<file path="src/rtl/gyi_pkg.sv">
// Shared types, widths and constants of the gyro yaw integrator unit.
// No dependencies; used by the channel interfaces, the top level and the checker.
package gyi_pkg;

  // Field and datapath widths
  localparam int unsigned OPCODE_W = 2;
  localparam int unsigned RAW_W    = 16;
  localparam int unsigned TS_W     = 64;
  localparam int unsigned YAW_W    = 44;
  localparam int unsigned RATE_W   = 28;
  localparam int unsigned STATUS_W = 2;
  localparam int unsigned RANGE_W  = 2;
  localparam int unsigned DB_W     = 26;
  localparam int unsigned GAP_W    = 20;
  // raw * 2000 stays within +/-65536000, which needs 27 signed bits
  localparam int unsigned SCALED_W = 27;
  // yaw + rate * gap stays below 2^48 in magnitude
  localparam int unsigned ACC_W    = 49;

  // Configuration port
  localparam int unsigned APB_AW = 4;
  localparam int unsigned APB_DW = 32;

  localparam int unsigned CAL_COUNT_MAX_DEF = 1024;

  // Yaw turn limits in 1/(32768e6) degree
  localparam logic signed [ACC_W-1:0] YAW_HALF_TURN = 49'sd5898240000000;
  localparam logic signed [ACC_W-1:0] YAW_FULL_TURN = 49'sd11796480000000;
  localparam logic signed [ACC_W-1:0] YAW_NEG_HALF  = -YAW_HALF_TURN;

  // Register reset values
  localparam logic [RANGE_W-1:0] GYRO_RANGE_RST = 2'd0;
  localparam logic [DB_W-1:0]    DEADBAND_RST   = 26'd16384;
  localparam logic [GAP_W-1:0]   MAX_GAP_RST    = 20'd1000000;

  // Register indexes (byte address / 4)
  localparam logic [1:0] REG_GYRO_RANGE = 2'd0;
  localparam logic [1:0] REG_DEADBAND   = 2'd1;
  localparam logic [1:0] REG_MAX_GAP    = 2'd2;

  typedef enum logic [OPCODE_W-1:0] {
    OP_INTEGRATE  = 2'd0,
    OP_CAL_SAMPLE = 2'd1,
    OP_CAL_FINISH = 2'd2,
    OP_YAW_RESET  = 2'd3
  } opcode_e;

  typedef enum logic [STATUS_W-1:0] {
    STS_OK       = 2'd0,
    STS_ARMED    = 2'd1,
    STS_GAP_SKIP = 2'd2,
    STS_NO_CAL   = 2'd3
  } status_e;

  typedef enum logic [2:0] {
    ST_IDLE,
    ST_PREP,
    ST_EVAL,
    ST_MUL,
    ST_WRAP,
    ST_DIV,
    ST_BIAS,
    ST_DONE
  } state_e;

  // raw * 250 * 2^fs_sel, built from shifts: 250 = 256 - 4 - 2
  function automatic logic signed [SCALED_W-1:0] scale_raw(
    input logic signed [RAW_W-1:0] raw,
    input logic [RANGE_W-1:0]      fs_sel
  );
    logic signed [SCALED_W-1:0] x;
    logic signed [SCALED_W-1:0] base;
    x    = SCALED_W'(raw);
    base = (x <<< 8) - (x <<< 2) - (x <<< 1);
    return base <<< fs_sel;
  endfunction

endpackage

</file>
<file path="src/rtl/gyi_if.sv">
// Valid/ready channel interfaces of the gyro yaw integrator unit:
// the sample channel and the result channel. Depends on gyi_pkg.
interface gyi_in_if import gyi_pkg::*; ();
  logic                       valid;
  logic                       ready;
  logic [OPCODE_W-1:0]        opcode;
  logic signed [RAW_W-1:0]    raw_rate;
  logic [TS_W-1:0]            timestamp_us;

  modport source (output valid, opcode, raw_rate, timestamp_us, input ready);
  modport sink   (input valid, opcode, raw_rate, timestamp_us, output ready);
endinterface

interface gyi_out_if import gyi_pkg::*; ();
  logic                       valid;
  logic                       ready;
  logic signed [YAW_W-1:0]    yaw;
  logic signed [RATE_W-1:0]   corrected_rate;
  logic [STATUS_W-1:0]        status;

  modport source (output valid, yaw, corrected_rate, status, input ready);
  modport sink   (input valid, yaw, corrected_rate, status, output ready);
endinterface

</file>
<file path="src/rtl/gyro_yaw_integrator_unit.sv">
// Gyro yaw integrator unit: takes Z-axis gyro samples with microsecond timestamps
// and returns one result per transaction. Integrate transactions scale the raw
// reading by the selected full scale, subtract the calibrated bias, zero rates
// inside the deadband, multiply by the timestamp gap and add into a yaw kept
// within +/-180 degrees; calibration transactions sum scaled samples and the
// finish transaction sets the bias to sum / count. The product is formed
// by a bit-serial multiplier that consumes one gap bit per cycle and
// the bias by a restoring divider that produces one quotient bit per cycle.
// An integrate transaction that moves the yaw passes through the multiplier
// and then the wrap, which removes whole turns one at a time; a calibration
// sample, a yaw reset, an integrate that only arms the time, a skipped sample or
// a finish without samples goes straight from evaluation to the result, and a
// finish with samples passes through the divider and the bias commit. One
// transaction is in work at a time; the next one is accepted as soon as the
// previous result sits in the output register. Depends on gyi_pkg and gyi_if.
module gyro_yaw_integrator_unit
  import gyi_pkg::*;
#(
  parameter int unsigned CAL_COUNT_MAX = CAL_COUNT_MAX_DEF
) (
  input  logic              clk_i,
  input  logic              rst_ni,
  gyi_in_if.sink            in_i,
  gyi_out_if.source         out_o,
  input  logic              psel,
  input  logic              penable,
  input  logic              pwrite,
  input  logic [APB_AW-1:0] paddr,
  input  logic [APB_DW-1:0] pwdata,
  output logic [APB_DW-1:0] prdata,
  output logic              pready
);

  localparam int unsigned CNT_W  = $clog2(CAL_COUNT_MAX + 1);
  localparam int unsigned SUM_W  = SCALED_W + CNT_W;
  localparam int unsigned REM_W  = CNT_W + 1;
  localparam int unsigned STEP_W = $clog2(SUM_W + 1);
  localparam logic [CNT_W-1:0]  CAL_LIMIT = CNT_W'(CAL_COUNT_MAX);
  localparam logic [STEP_W-1:0] MUL_LAST  = STEP_W'(GAP_W - 1);
  localparam logic [STEP_W-1:0] DIV_LAST  = STEP_W'(SUM_W - 1);

  // Configuration registers
  logic [RANGE_W-1:0] gyro_range_q;
  logic [DB_W-1:0]    deadband_q;
  logic [GAP_W-1:0]   max_gap_q;
  logic               cfg_wr;

  // Control
  state_e state_q, state_d;
  logic   in_take;
  logic   out_load;
  logic   out_valid_q, out_valid_d;

  // Architectural state
  logic signed [YAW_W-1:0]  yaw_q, yaw_d;
  logic [TS_W-1:0]          last_time_q, last_time_d;
  logic                     armed_q, armed_d;
  logic signed [RATE_W-1:0] bias_q, bias_d;
  logic signed [SUM_W-1:0]  cal_sum_q, cal_sum_d;
  logic [CNT_W-1:0]         cal_count_q, cal_count_d;

  // Transaction in work
  opcode_e                    op_q, op_d;
  logic signed [SCALED_W-1:0] scaled_q, scaled_d;
  logic [TS_W-1:0]            ts_q, ts_d;
  logic signed [RATE_W-1:0]   rate_q, rate_d;
  logic [TS_W-1:0]            gap_q, gap_d;
  logic signed [RATE_W-1:0]   res_rate_q, res_rate_d;
  status_e                    res_status_q, res_status_d;

  // Serial multiplier and divider
  logic signed [ACC_W-1:0] acc_q, acc_d;
  logic signed [ACC_W-1:0] mcand_q, mcand_d;
  logic [GAP_W-1:0]        mplier_q, mplier_d;
  logic [STEP_W-1:0]       step_q, step_d;
  logic [SUM_W-1:0]        div_q, div_d;
  logic [CNT_W-1:0]        rem_q, rem_d;
  logic                    div_neg_q, div_neg_d;

  // Result register
  logic signed [YAW_W-1:0]  out_yaw_q;
  logic signed [RATE_W-1:0] out_rate_q;
  status_e                  out_status_q;

  // Decisions shared by the next-state and datapath logic
  logic signed [RATE_W-1:0] db_pos;
  logic signed [RATE_W-1:0] db_neg;
  logic                     in_band;
  logic signed [RATE_W-1:0] rate_eff;
  logic                     gap_skip;
  logic                     cal_room;
  logic                     cal_empty;
  logic [SUM_W-1:0]         sum_mag;
  logic                     mul_last;
  logic                     div_last;
  logic                     acc_over;
  logic                     acc_under;
  logic [REM_W-1:0]         rem_sh;
  logic [REM_W-1:0]         rem_sub;
  logic                     rem_ge;
  logic signed [RATE_W-1:0] quo;

  // Configuration port: writes complete in the access phase, no wait states
  assign pready = 1'b1;
  assign cfg_wr = psel && penable && pwrite && pready;

  always_comb begin
    case (paddr[3:2])
      REG_GYRO_RANGE: prdata = APB_DW'(gyro_range_q);
      REG_DEADBAND:   prdata = APB_DW'(deadband_q);
      REG_MAX_GAP:    prdata = APB_DW'(max_gap_q);
      default:        prdata = '0;
    endcase
  end

  always_ff @(posedge clk_i or negedge rst_ni) begin
    if (!rst_ni) begin
      gyro_range_q <= GYRO_RANGE_RST;
      deadband_q   <= DEADBAND_RST;
      max_gap_q    <= MAX_GAP_RST;
    end else if (cfg_wr) begin
      case (paddr[3:2])
        REG_GYRO_RANGE: gyro_range_q <= pwdata[RANGE_W-1:0];
        REG_DEADBAND:   deadband_q   <= pwdata[DB_W-1:0];
        REG_MAX_GAP:    max_gap_q    <= pwdata[GAP_W-1:0];
        default:        ;
      endcase
    end
  end

  // Evaluate conditions on the registered transaction
  assign db_pos    = signed'({2'b00, deadband_q});
  assign db_neg    = -db_pos;
  assign in_band   = (rate_q < db_pos) && (rate_q > db_neg);
  assign rate_eff  = in_band ? '0 : rate_q;
  assign gap_skip  = (gap_q == '0) || (|gap_q[TS_W-1:GAP_W]) ||
                     (gap_q[GAP_W-1:0] > max_gap_q);
  assign cal_room  = cal_count_q < CAL_LIMIT;
  assign cal_empty = cal_count_q == '0;
  assign sum_mag   = cal_sum_q[SUM_W-1] ? SUM_W'(-cal_sum_q) : SUM_W'(cal_sum_q);
  assign mul_last  = step_q == MUL_LAST;
  assign div_last  = step_q == DIV_LAST;
  assign acc_over  = acc_q > YAW_HALF_TURN;
  assign acc_under = acc_q < YAW_NEG_HALF;

  // One restoring division step
  assign rem_sh  = {rem_q, div_q[SUM_W-1]};
  assign rem_ge  = rem_sh >= {1'b0, cal_count_q};
  assign rem_sub = rem_sh - {1'b0, cal_count_q};
  assign quo     = signed'(div_q[RATE_W-1:0]);

  // Handshake decode from state
  always_comb begin
    in_i.ready  = (state_q == ST_IDLE);
    in_take     = in_i.valid && (state_q == ST_IDLE);
    out_load    = (state_q == ST_DONE) && (!out_valid_q || out_o.ready);
    out_valid_d = out_load || (out_valid_q && !out_o.ready);
  end

  // Next state
  always_comb begin
    state_d = state_q;
    case (state_q)
      ST_IDLE: if (in_take) state_d = ST_PREP;
      ST_PREP: state_d = ST_EVAL;
      ST_EVAL: begin
        case (op_q)
          OP_INTEGRATE:  state_d = (!armed_q || gap_skip) ? ST_DONE : ST_MUL;
          OP_CAL_FINISH: state_d = cal_empty ? ST_DONE : ST_DIV;
          default:       state_d = ST_DONE;
        endcase
      end
      ST_MUL:  if (mul_last) state_d = ST_WRAP;
      ST_WRAP: if (!acc_over && !acc_under) state_d = ST_DONE;
      ST_DIV:  if (div_last) state_d = ST_BIAS;
      ST_BIAS: state_d = ST_DONE;
      ST_DONE: if (out_load) state_d = ST_IDLE;
      default: state_d = ST_IDLE;
    endcase
  end

  // Datapath next values
  always_comb begin
    yaw_d        = yaw_q;
    last_time_d  = last_time_q;
    armed_d      = armed_q;
    bias_d       = bias_q;
    cal_sum_d    = cal_sum_q;
    cal_count_d  = cal_count_q;
    op_d         = op_q;
    scaled_d     = scaled_q;
    ts_d         = ts_q;
    rate_d       = rate_q;
    gap_d        = gap_q;
    res_rate_d   = res_rate_q;
    res_status_d = res_status_q;
    acc_d        = acc_q;
    mcand_d      = mcand_q;
    mplier_d     = mplier_q;
    step_d       = step_q;
    div_d        = div_q;
    rem_d        = rem_q;
    div_neg_d    = div_neg_q;

    case (state_q)
      // Capture the transaction and scale the raw reading
      ST_IDLE: begin
        if (in_take) begin
          op_d     = opcode_e'(in_i.opcode);
          scaled_d = scale_raw(in_i.raw_rate, gyro_range_q);
          ts_d     = in_i.timestamp_us;
        end
      end

      // Remove the bias and form the timestamp gap
      ST_PREP: begin
        rate_d = RATE_W'(scaled_q) - bias_q;
        gap_d  = ts_q - last_time_q;
      end

      // Act on the opcode
      ST_EVAL: begin
        res_rate_d   = '0;
        res_status_d = STS_OK;
        case (op_q)
          OP_INTEGRATE: begin
            res_rate_d  = rate_eff;
            last_time_d = ts_q;
            if (!armed_q) begin
              armed_d      = 1'b1;
              res_status_d = STS_ARMED;
            end else if (gap_skip) begin
              res_status_d = STS_GAP_SKIP;
            end else begin
              acc_d    = ACC_W'(yaw_q);
              mcand_d  = ACC_W'(rate_eff);
              mplier_d = gap_q[GAP_W-1:0];
              step_d   = '0;
            end
          end
          OP_CAL_SAMPLE: begin
            if (cal_room) begin
              cal_sum_d   = cal_sum_q + SUM_W'(scaled_q);
              cal_count_d = cal_count_q + CNT_W'(1);
            end
          end
          OP_CAL_FINISH: begin
            if (cal_empty) begin
              bias_d       = '0;
              res_status_d = STS_NO_CAL;
            end else begin
              div_d     = sum_mag;
              div_neg_d = cal_sum_q[SUM_W-1];
              rem_d     = '0;
              step_d    = '0;
            end
          end
          default: begin
            yaw_d   = '0;
            armed_d = 1'b0;
          end
        endcase
      end

      // Add one shifted partial product per gap bit
      ST_MUL: begin
        if (mplier_q[0]) acc_d = acc_q + mcand_q;
        mcand_d  = mcand_q <<< 1;
        mplier_d = mplier_q >> 1;
        step_d   = step_q + STEP_W'(1);
      end

      // Remove whole turns until the yaw lies within +/-180 degrees
      ST_WRAP: begin
        if (acc_over) begin
          acc_d = acc_q - YAW_FULL_TURN;
        end else if (acc_under) begin
          acc_d = acc_q + YAW_FULL_TURN;
        end else begin
          yaw_d = signed'(acc_q[YAW_W-1:0]);
        end
      end

      // Shift in one dividend bit and produce one quotient bit
      ST_DIV: begin
        rem_d  = rem_ge ? rem_sub[CNT_W-1:0] : rem_sh[CNT_W-1:0];
        div_d  = {div_q[SUM_W-2:0], rem_ge};
        step_d = step_q + STEP_W'(1);
      end

      // Commit the bias, restart integration and calibration
      ST_BIAS: begin
        bias_d      = div_neg_q ? -quo : quo;
        yaw_d       = '0;
        armed_d     = 1'b0;
        cal_sum_d   = '0;
        cal_count_d = '0;
      end

      default: ;
    endcase
  end

  // Control and architectural state
  always_ff @(posedge clk_i or negedge rst_ni) begin
    if (!rst_ni) begin
      state_q     <= ST_IDLE;
      out_valid_q <= 1'b0;
      yaw_q       <= '0;
      last_time_q <= '0;
      armed_q     <= 1'b0;
      bias_q      <= '0;
      cal_sum_q   <= '0;
      cal_count_q <= '0;
    end else begin
      state_q     <= state_d;
      out_valid_q <= out_valid_d;
      yaw_q       <= yaw_d;
      last_time_q <= last_time_d;
      armed_q     <= armed_d;
      bias_q      <= bias_d;
      cal_sum_q   <= cal_sum_d;
      cal_count_q <= cal_count_d;
    end
  end

  // Working registers, no reset needed
  always_ff @(posedge clk_i) begin
    op_q         <= op_d;
    scaled_q     <= scaled_d;
    ts_q         <= ts_d;
    rate_q       <= rate_d;
    gap_q        <= gap_d;
    res_rate_q   <= res_rate_d;
    res_status_q <= res_status_d;
    acc_q        <= acc_d;
    mcand_q      <= mcand_d;
    mplier_q     <= mplier_d;
    step_q       <= step_d;
    div_q        <= div_d;
    rem_q        <= rem_d;
    div_neg_q    <= div_neg_d;
    if (out_load) begin
      out_yaw_q    <= yaw_q;
      out_rate_q   <= res_rate_q;
      out_status_q <= res_status_q;
    end
  end

  // Result channel
  assign out_o.valid          = out_valid_q;
  assign out_o.yaw            = out_yaw_q;
  assign out_o.corrected_rate = out_rate_q;
  assign out_o.status         = out_status_q;

endmodule

</file>
<file path="src/flat_wrapper.sv">
// flat-port wrapper written by rule: the top's interface ports become plain ports
module gyro_yaw_integrator_unit_flat import gyi_pkg::*;
#(
  parameter int unsigned CAL_COUNT_MAX = CAL_COUNT_MAX_DEF
)
  (clk_i, rst_ni, psel, penable, pwrite, paddr, pwdata, prdata, pready, in_i_valid, in_i_opcode, in_i_raw_rate, in_i_timestamp_us, in_i_ready, out_o_valid, out_o_yaw, out_o_corrected_rate, out_o_status, out_o_ready);
  gyi_in_if in_i_i ();
  gyi_out_if out_o_i ();
  input  logic clk_i;
  input  logic rst_ni;
  input  logic psel;
  input  logic penable;
  input  logic pwrite;
  input  logic [APB_AW-1:0] paddr;
  input  logic [APB_DW-1:0] pwdata;
  output logic [APB_DW-1:0] prdata;
  output logic pready;
  input wire logic [$bits(in_i_i.valid)-1:0] in_i_valid;
  input wire logic [$bits(in_i_i.opcode)-1:0] in_i_opcode;
  input wire logic [$bits(in_i_i.raw_rate)-1:0] in_i_raw_rate;
  input wire logic [$bits(in_i_i.timestamp_us)-1:0] in_i_timestamp_us;
  output wire logic [$bits(in_i_i.ready)-1:0] in_i_ready;
  output wire logic [$bits(out_o_i.valid)-1:0] out_o_valid;
  output wire logic [$bits(out_o_i.yaw)-1:0] out_o_yaw;
  output wire logic [$bits(out_o_i.corrected_rate)-1:0] out_o_corrected_rate;
  output wire logic [$bits(out_o_i.status)-1:0] out_o_status;
  input wire logic [$bits(out_o_i.ready)-1:0] out_o_ready;
  assign in_i_i.valid = in_i_valid;
  assign in_i_i.opcode = in_i_opcode;
  assign in_i_i.raw_rate = in_i_raw_rate;
  assign in_i_i.timestamp_us = in_i_timestamp_us;
  assign in_i_ready = in_i_i.ready;
  assign out_o_valid = out_o_i.valid;
  assign out_o_yaw = out_o_i.yaw;
  assign out_o_corrected_rate = out_o_i.corrected_rate;
  assign out_o_status = out_o_i.status;
  assign out_o_i.ready = out_o_ready;
  gyro_yaw_integrator_unit #(.CAL_COUNT_MAX(CAL_COUNT_MAX)) u_core (.clk_i(clk_i), .rst_ni(rst_ni), .in_i(in_i_i), .out_o(out_o_i), .psel(psel), .penable(penable), .pwrite(pwrite), .paddr(paddr), .pwdata(pwdata), .prdata(prdata), .pready(pready));
endmodule
</file>
<file path="config.mk">
export PLATFORM = sky130hd
export DESIGN_NAME = gyro_yaw_integrator_unit_flat
export DESIGN_NICKNAME = d
export VERILOG_FILES = /design/src/rtl/gyi_pkg.sv /design/src/rtl/gyi_if.sv /design/src/rtl/gyro_yaw_integrator_unit.sv /design/src/flat_wrapper.sv
export SDC_FILE = /design/constraint.sdc
export NUM_CORES = 2
export LEC_CHECK = 0
export CAP_MARGIN = 30
export CORE_AREA = 2 2 339 257
export CTS_BUF_LIST = sky130_fd_sc_hd__clkbuf_4 sky130_fd_sc_hd__clkbuf_8 sky130_fd_sc_hd__clkbuf_16
export DETAILED_ROUTE_END_ITERATION = 7
export DIE_AREA = 0 0 341 259
export DONT_BUFFER_PORTS = 1
export GPL_TIMING_DRIVEN = 0
export SLEW_MARGIN = 30
export SYNTH_ARGS = -nofsm -noshare
export SYNTH_HDL_FRONTEND = slang
export SYNTH_SLANG_ARGS = --single-unit
export TNS_END_PERCENT = 10
</file>
<file path="constraint.sdc">
create_clock -name clk_i -period 9.2 [get_ports clk_i]
set_input_delay 1.84 -clock clk_i [delete_from_list [all_inputs] [get_ports clk_i]]
set_output_delay 1.84 -clock clk_i [all_outputs]
set_load 0.01 [all_outputs]
</file>
==> results.cfg <==
[worst_setup_path]
worstPathMaxFanout = 15
crit_required_ns = 9.54
cp.arrival_ns = 6.13
cp-start-kind = flip-flop
cp-end-kind = flip-flop
max_stage_delay_ns = 0.57
slowest_stage = nor4_1
reg2reg_depth = 16
critical_path_class = flip-flop to flip-flop
crit_chain = nor4_1 -> nand4_1 -> nor4_1 -> or3_1 -> inv_1 -> fa_1 -> a21o_1 -> a221oi_1 -> a21oi_1 -> a21bo_2 -> a21o_1 -> and2_1 -> a311o_1 -> a21oi_1 -> xor2_1 -> o221ai_1

[route]
drtIter0Drc = 2864
firstDrtPassIters = 5
postRouteAntennaNets = 0
num_vias = 32100
drcViolationCount = 0
post_drt_via_cell_ratio = 5.81
wl_um = 114000
wire_per_inst_um = 20.8

[floorplanning]
num_io_pins = 234
die_h_um = 259
die_w_um = 341
core_um2 = 85100
num_rows = 93
die-area_um2 = 88300
start_util_pct = 49.7

[timing]
hold_ws_ns = 0.415
final.setup.worst_slack_ns = 3.42
slew_violations = 0
relSlewSlack_pct = 36.9
rsz0062_at_grt = no
worst_pin_slew_ns = 0.943
max_freq_mhz = 173
hold_viol_final = 0
final.setup.tns_ns = 0
setup_viol = 0
clock_skew_ns = 0.0238
fin_crit_ns = 5.78
post-route-period-util_pct = 62.9

[layout]
nets = 4769
final_core_util_pct = 54.9
drive_above_1_share_pct = 5.22
final_area_um2 = 46700
syn_to_final_growth_pct = 10.4

[pwr]
power.density_nw_per_um2 = 338
leakagePower_nw = 19.5
p_int_mw = 9.39
seq_power_share_pct = 34.1
p_switching_mw = 6.42
swShare_pct = 40.6
peakVddDrop_uv = 218
combPwrFrac_pct = 45.8
power_frac_clock_pct = 20.1

[yosys]
ys_types = 83
synth_ff_type = edfxtp_1
ys_ff_latch = 699
yosysWarningCount = 0
ys_seq_area_share_pct = 46.8
netlist_area_um2 = 42300
ys_async_sr_fraction_pct = 33.9
synth_edf_count = 462
avgSynthCellArea_um2 = 10.1
synthCells = 4205

[grt]
grt_start_max_net_pins = 238
gr-total-overflow = 0
grt_usage_pct = 25.5
grt_pass1_wl_um = 176000
grt_antenna_before_repair = 1
grt_pass1_vias = 29800

[clock_tree]
clk_path_buf_depth = 3
root_buffer = clkbuf_16
cts_tree = built
ctsResizeCount = 0
path_clk_slew_ns = 0.06
clock_sinks = 699
cts_setup_buffers = 0
clock_latency_ns = 0.64
htree_levels = 3
cts_hold_buf = 0
cts_buffers = 75

[worst_hold_path]
hold-path-cell-count = 0
hold_class = flip-flop to flip-flop

[placement]
place.gp.congestion = 0.961
portBuffers = 0
post-place-ws_ns = 3.32
placedInstanceArea_um2 = 44100
hpwl_um = 88500

[outcome]
run_status = finished, final reports clean

[job]
cap_violations = 0
-- metal layers --
metal	GRT usage, %	up-vias	routed length (um)
met3	3.77	124	7360
met4	5.03	2	1830
li1	-	15600	-
met5	0	-	13
met2	37.3	934	48100
met1	40.1	15400	57100
-- final cells by class --
type	instances	area (um^2)
fill	7634	38300
multi-input combinational	3087	21000
sequential	699	19800
clock buffer	104	2200
tap	1140	1430
inverter	247	927
buffer	177	694
clock inverter	35	403
timing repair buffer	22	302
antenna	1	2.50
-- power groups by stage --
| stage | sequential (mW) | clock (mW) | combinational (mW) |
|---|---|---|---|
| 5_1_grt | 5.48 | 3.36 | 8.11 |
| 3_5_place_dp | 5.43 | 0 | 7.13 |
| 3_3_place_gp | 5.48 | 0 | 6.95 |
| 4_1_cts | 5.37 | 3.24 | 7.18 |
| 6_report | 5.39 | 3.18 | 7.24 |
| 2_1_floorplan | 5.16 | 0 | 5.46 |
-- logic make-up after synthesis --
kind of cell    count (synthesis)  synth area share, %
flops                         699                 46.8
xor+xnor                      291                 6.02
simple gates                 1153                 13.0
compound gates               1254                 19.0
fa+ha+maj                     335                 10.2
other cells                     2               0.0178
buf+inv                       424                 3.83
mux                            47                 1.14
-- through the flow --
step / instances / power (mW)
global placement: 5350 / 12.4
global route: 5511 / 16.9
detailed placement: 5372 / 12.6
finish: 5512 / 15.8
CTS: 5511 / 15.8
floorplan: 4210 / 10.6
-- final timing paths --
kind / from / end / slack, ns
worst max-delay path: u_core.acc_q[5]$_DFFE_PP_ / u_core.acc_q[40]$_DFFE_PP_ / 3.42
max in group asynchronous: rst_ni / u_core.yaw_q[34]$_DFFE_PN0P_ / 7.95
worst max register to register: u_core.acc_q[5]$_DFFE_PP_ / u_core.acc_q[40]$_DFFE_PP_ / 3.42
min in group asynchronous: rst_ni / u_core.last_time_q[38]$_DFFE_PN0P_ / 0.90
worst min-delay path: u_core.res_rate_q[24]$_SDFFCE_PN0P_ / u_core.out_o.corrected_rate[24]$_DFFE_PP_ / 0.41
worst min register to register: u_core.res_rate_q[24]$_SDFFCE_PN0P_ / u_core.out_o.corrected_rate[24]$_DFFE_PP_ / 0.41
-- cells in the mapped netlist, types with 7 or more instances --
cell	instances	area (um^2)
buf_4	7	52.6
a22o_1	94	823
nor2b_1	47	294
dfstp_2	8	210
or2_2	12	75.1
or4_1	12	90.1
o21bai_1	29	218
a211oi_1	29	218
o22ai_1	7	43.8
xor2_1	136	1190
nand4_1	67	419
and3_1	53	332
ha_1	320	4000
edfxtp_1	462	13900
o21ai_0	406	2030
a21boi_0	8	60.1
inv_1	246	923
a221oi_1	8	70.1
xnor2_1	155	1360
o31a_1	7	61.3
o21a_1	37	278
mux2_2	9	101
and4_1	11	96.3
o31ai_1	34	255
a22oi_1	13	97.6
a41oi_1	9	78.8
o221ai_1	10	87.6
nor2_1	161	604
a21oi_1	236	1180
nand2b_1	32	200
mux2i_1	38	380
nand2_1	520	1950
and2_1	24	150
dfrtp_1	229	5730
nand3_1	62	310
o41ai_1	13	114
a31o_2	10	87.6
fa_1	15	300
nor3_1	58	290
nor4_1	46	288
a21o_1	200	1500
or3_1	25	156
o211ai_1	19	143
clkbuf_1	164	616
a31oi_1	31	194
-- flip-flops by register name (all words and copies together) (netlist names), 38 cells and up --
name / cells
u_core.gap_q: 64
u_core.last_time_q: 64
u_core.ts_q: 64
u_core.acc_q: 49
u_core.mcand_q: 49
u_core.out_o.yaw: 44
u_core.yaw_q: 44
u_core.div_q: 38
-- placed cells by master, fill, tap and decap left out, drive strengths merged, types with 37 or more instances in the layout --
| cell | Yosys | layout |
|---|---|---|
| a21o | 200 | 200 |
| nor4 | 47 | 47 |
| nand3 | 62 | 62 |
| nand4 | 67 | 67 |
| o21ai | 411 | 411 |
| ha | 320 | 320 |
| nor2b | 47 | 47 |
| and3 | 53 | 53 |
| xor2 | 136 | 136 |
| nor2 | 161 | 161 |
| edfxtp | 462 | 462 |
| dfrtp | 229 | 229 |
| inv | 246 | 250 |
| o21a | 37 | 37 |
| nand2 | 520 | 520 |
| nor3 | 58 | 58 |
| a21oi | 236 | 236 |
| xnor2 | 155 | 155 |
| a22o | 95 | 95 |
| clkbuf | 164 | 268 |
| mux2i | 38 | 38 |
-- critical path: cells and delay by family, from the launching register on --
family	cells	cell delay [ns]
flip-flops	1	0.45
XOR/XNOR	1	0.17
adder cells (fa/ha/maj)	1	0.54
AND/OR/NAND/NOR	5	1.89
AO/OA/AOI/OAI	8	1.94
buffers and inverters	1	0.50
(Power assumes the default switching activity.)
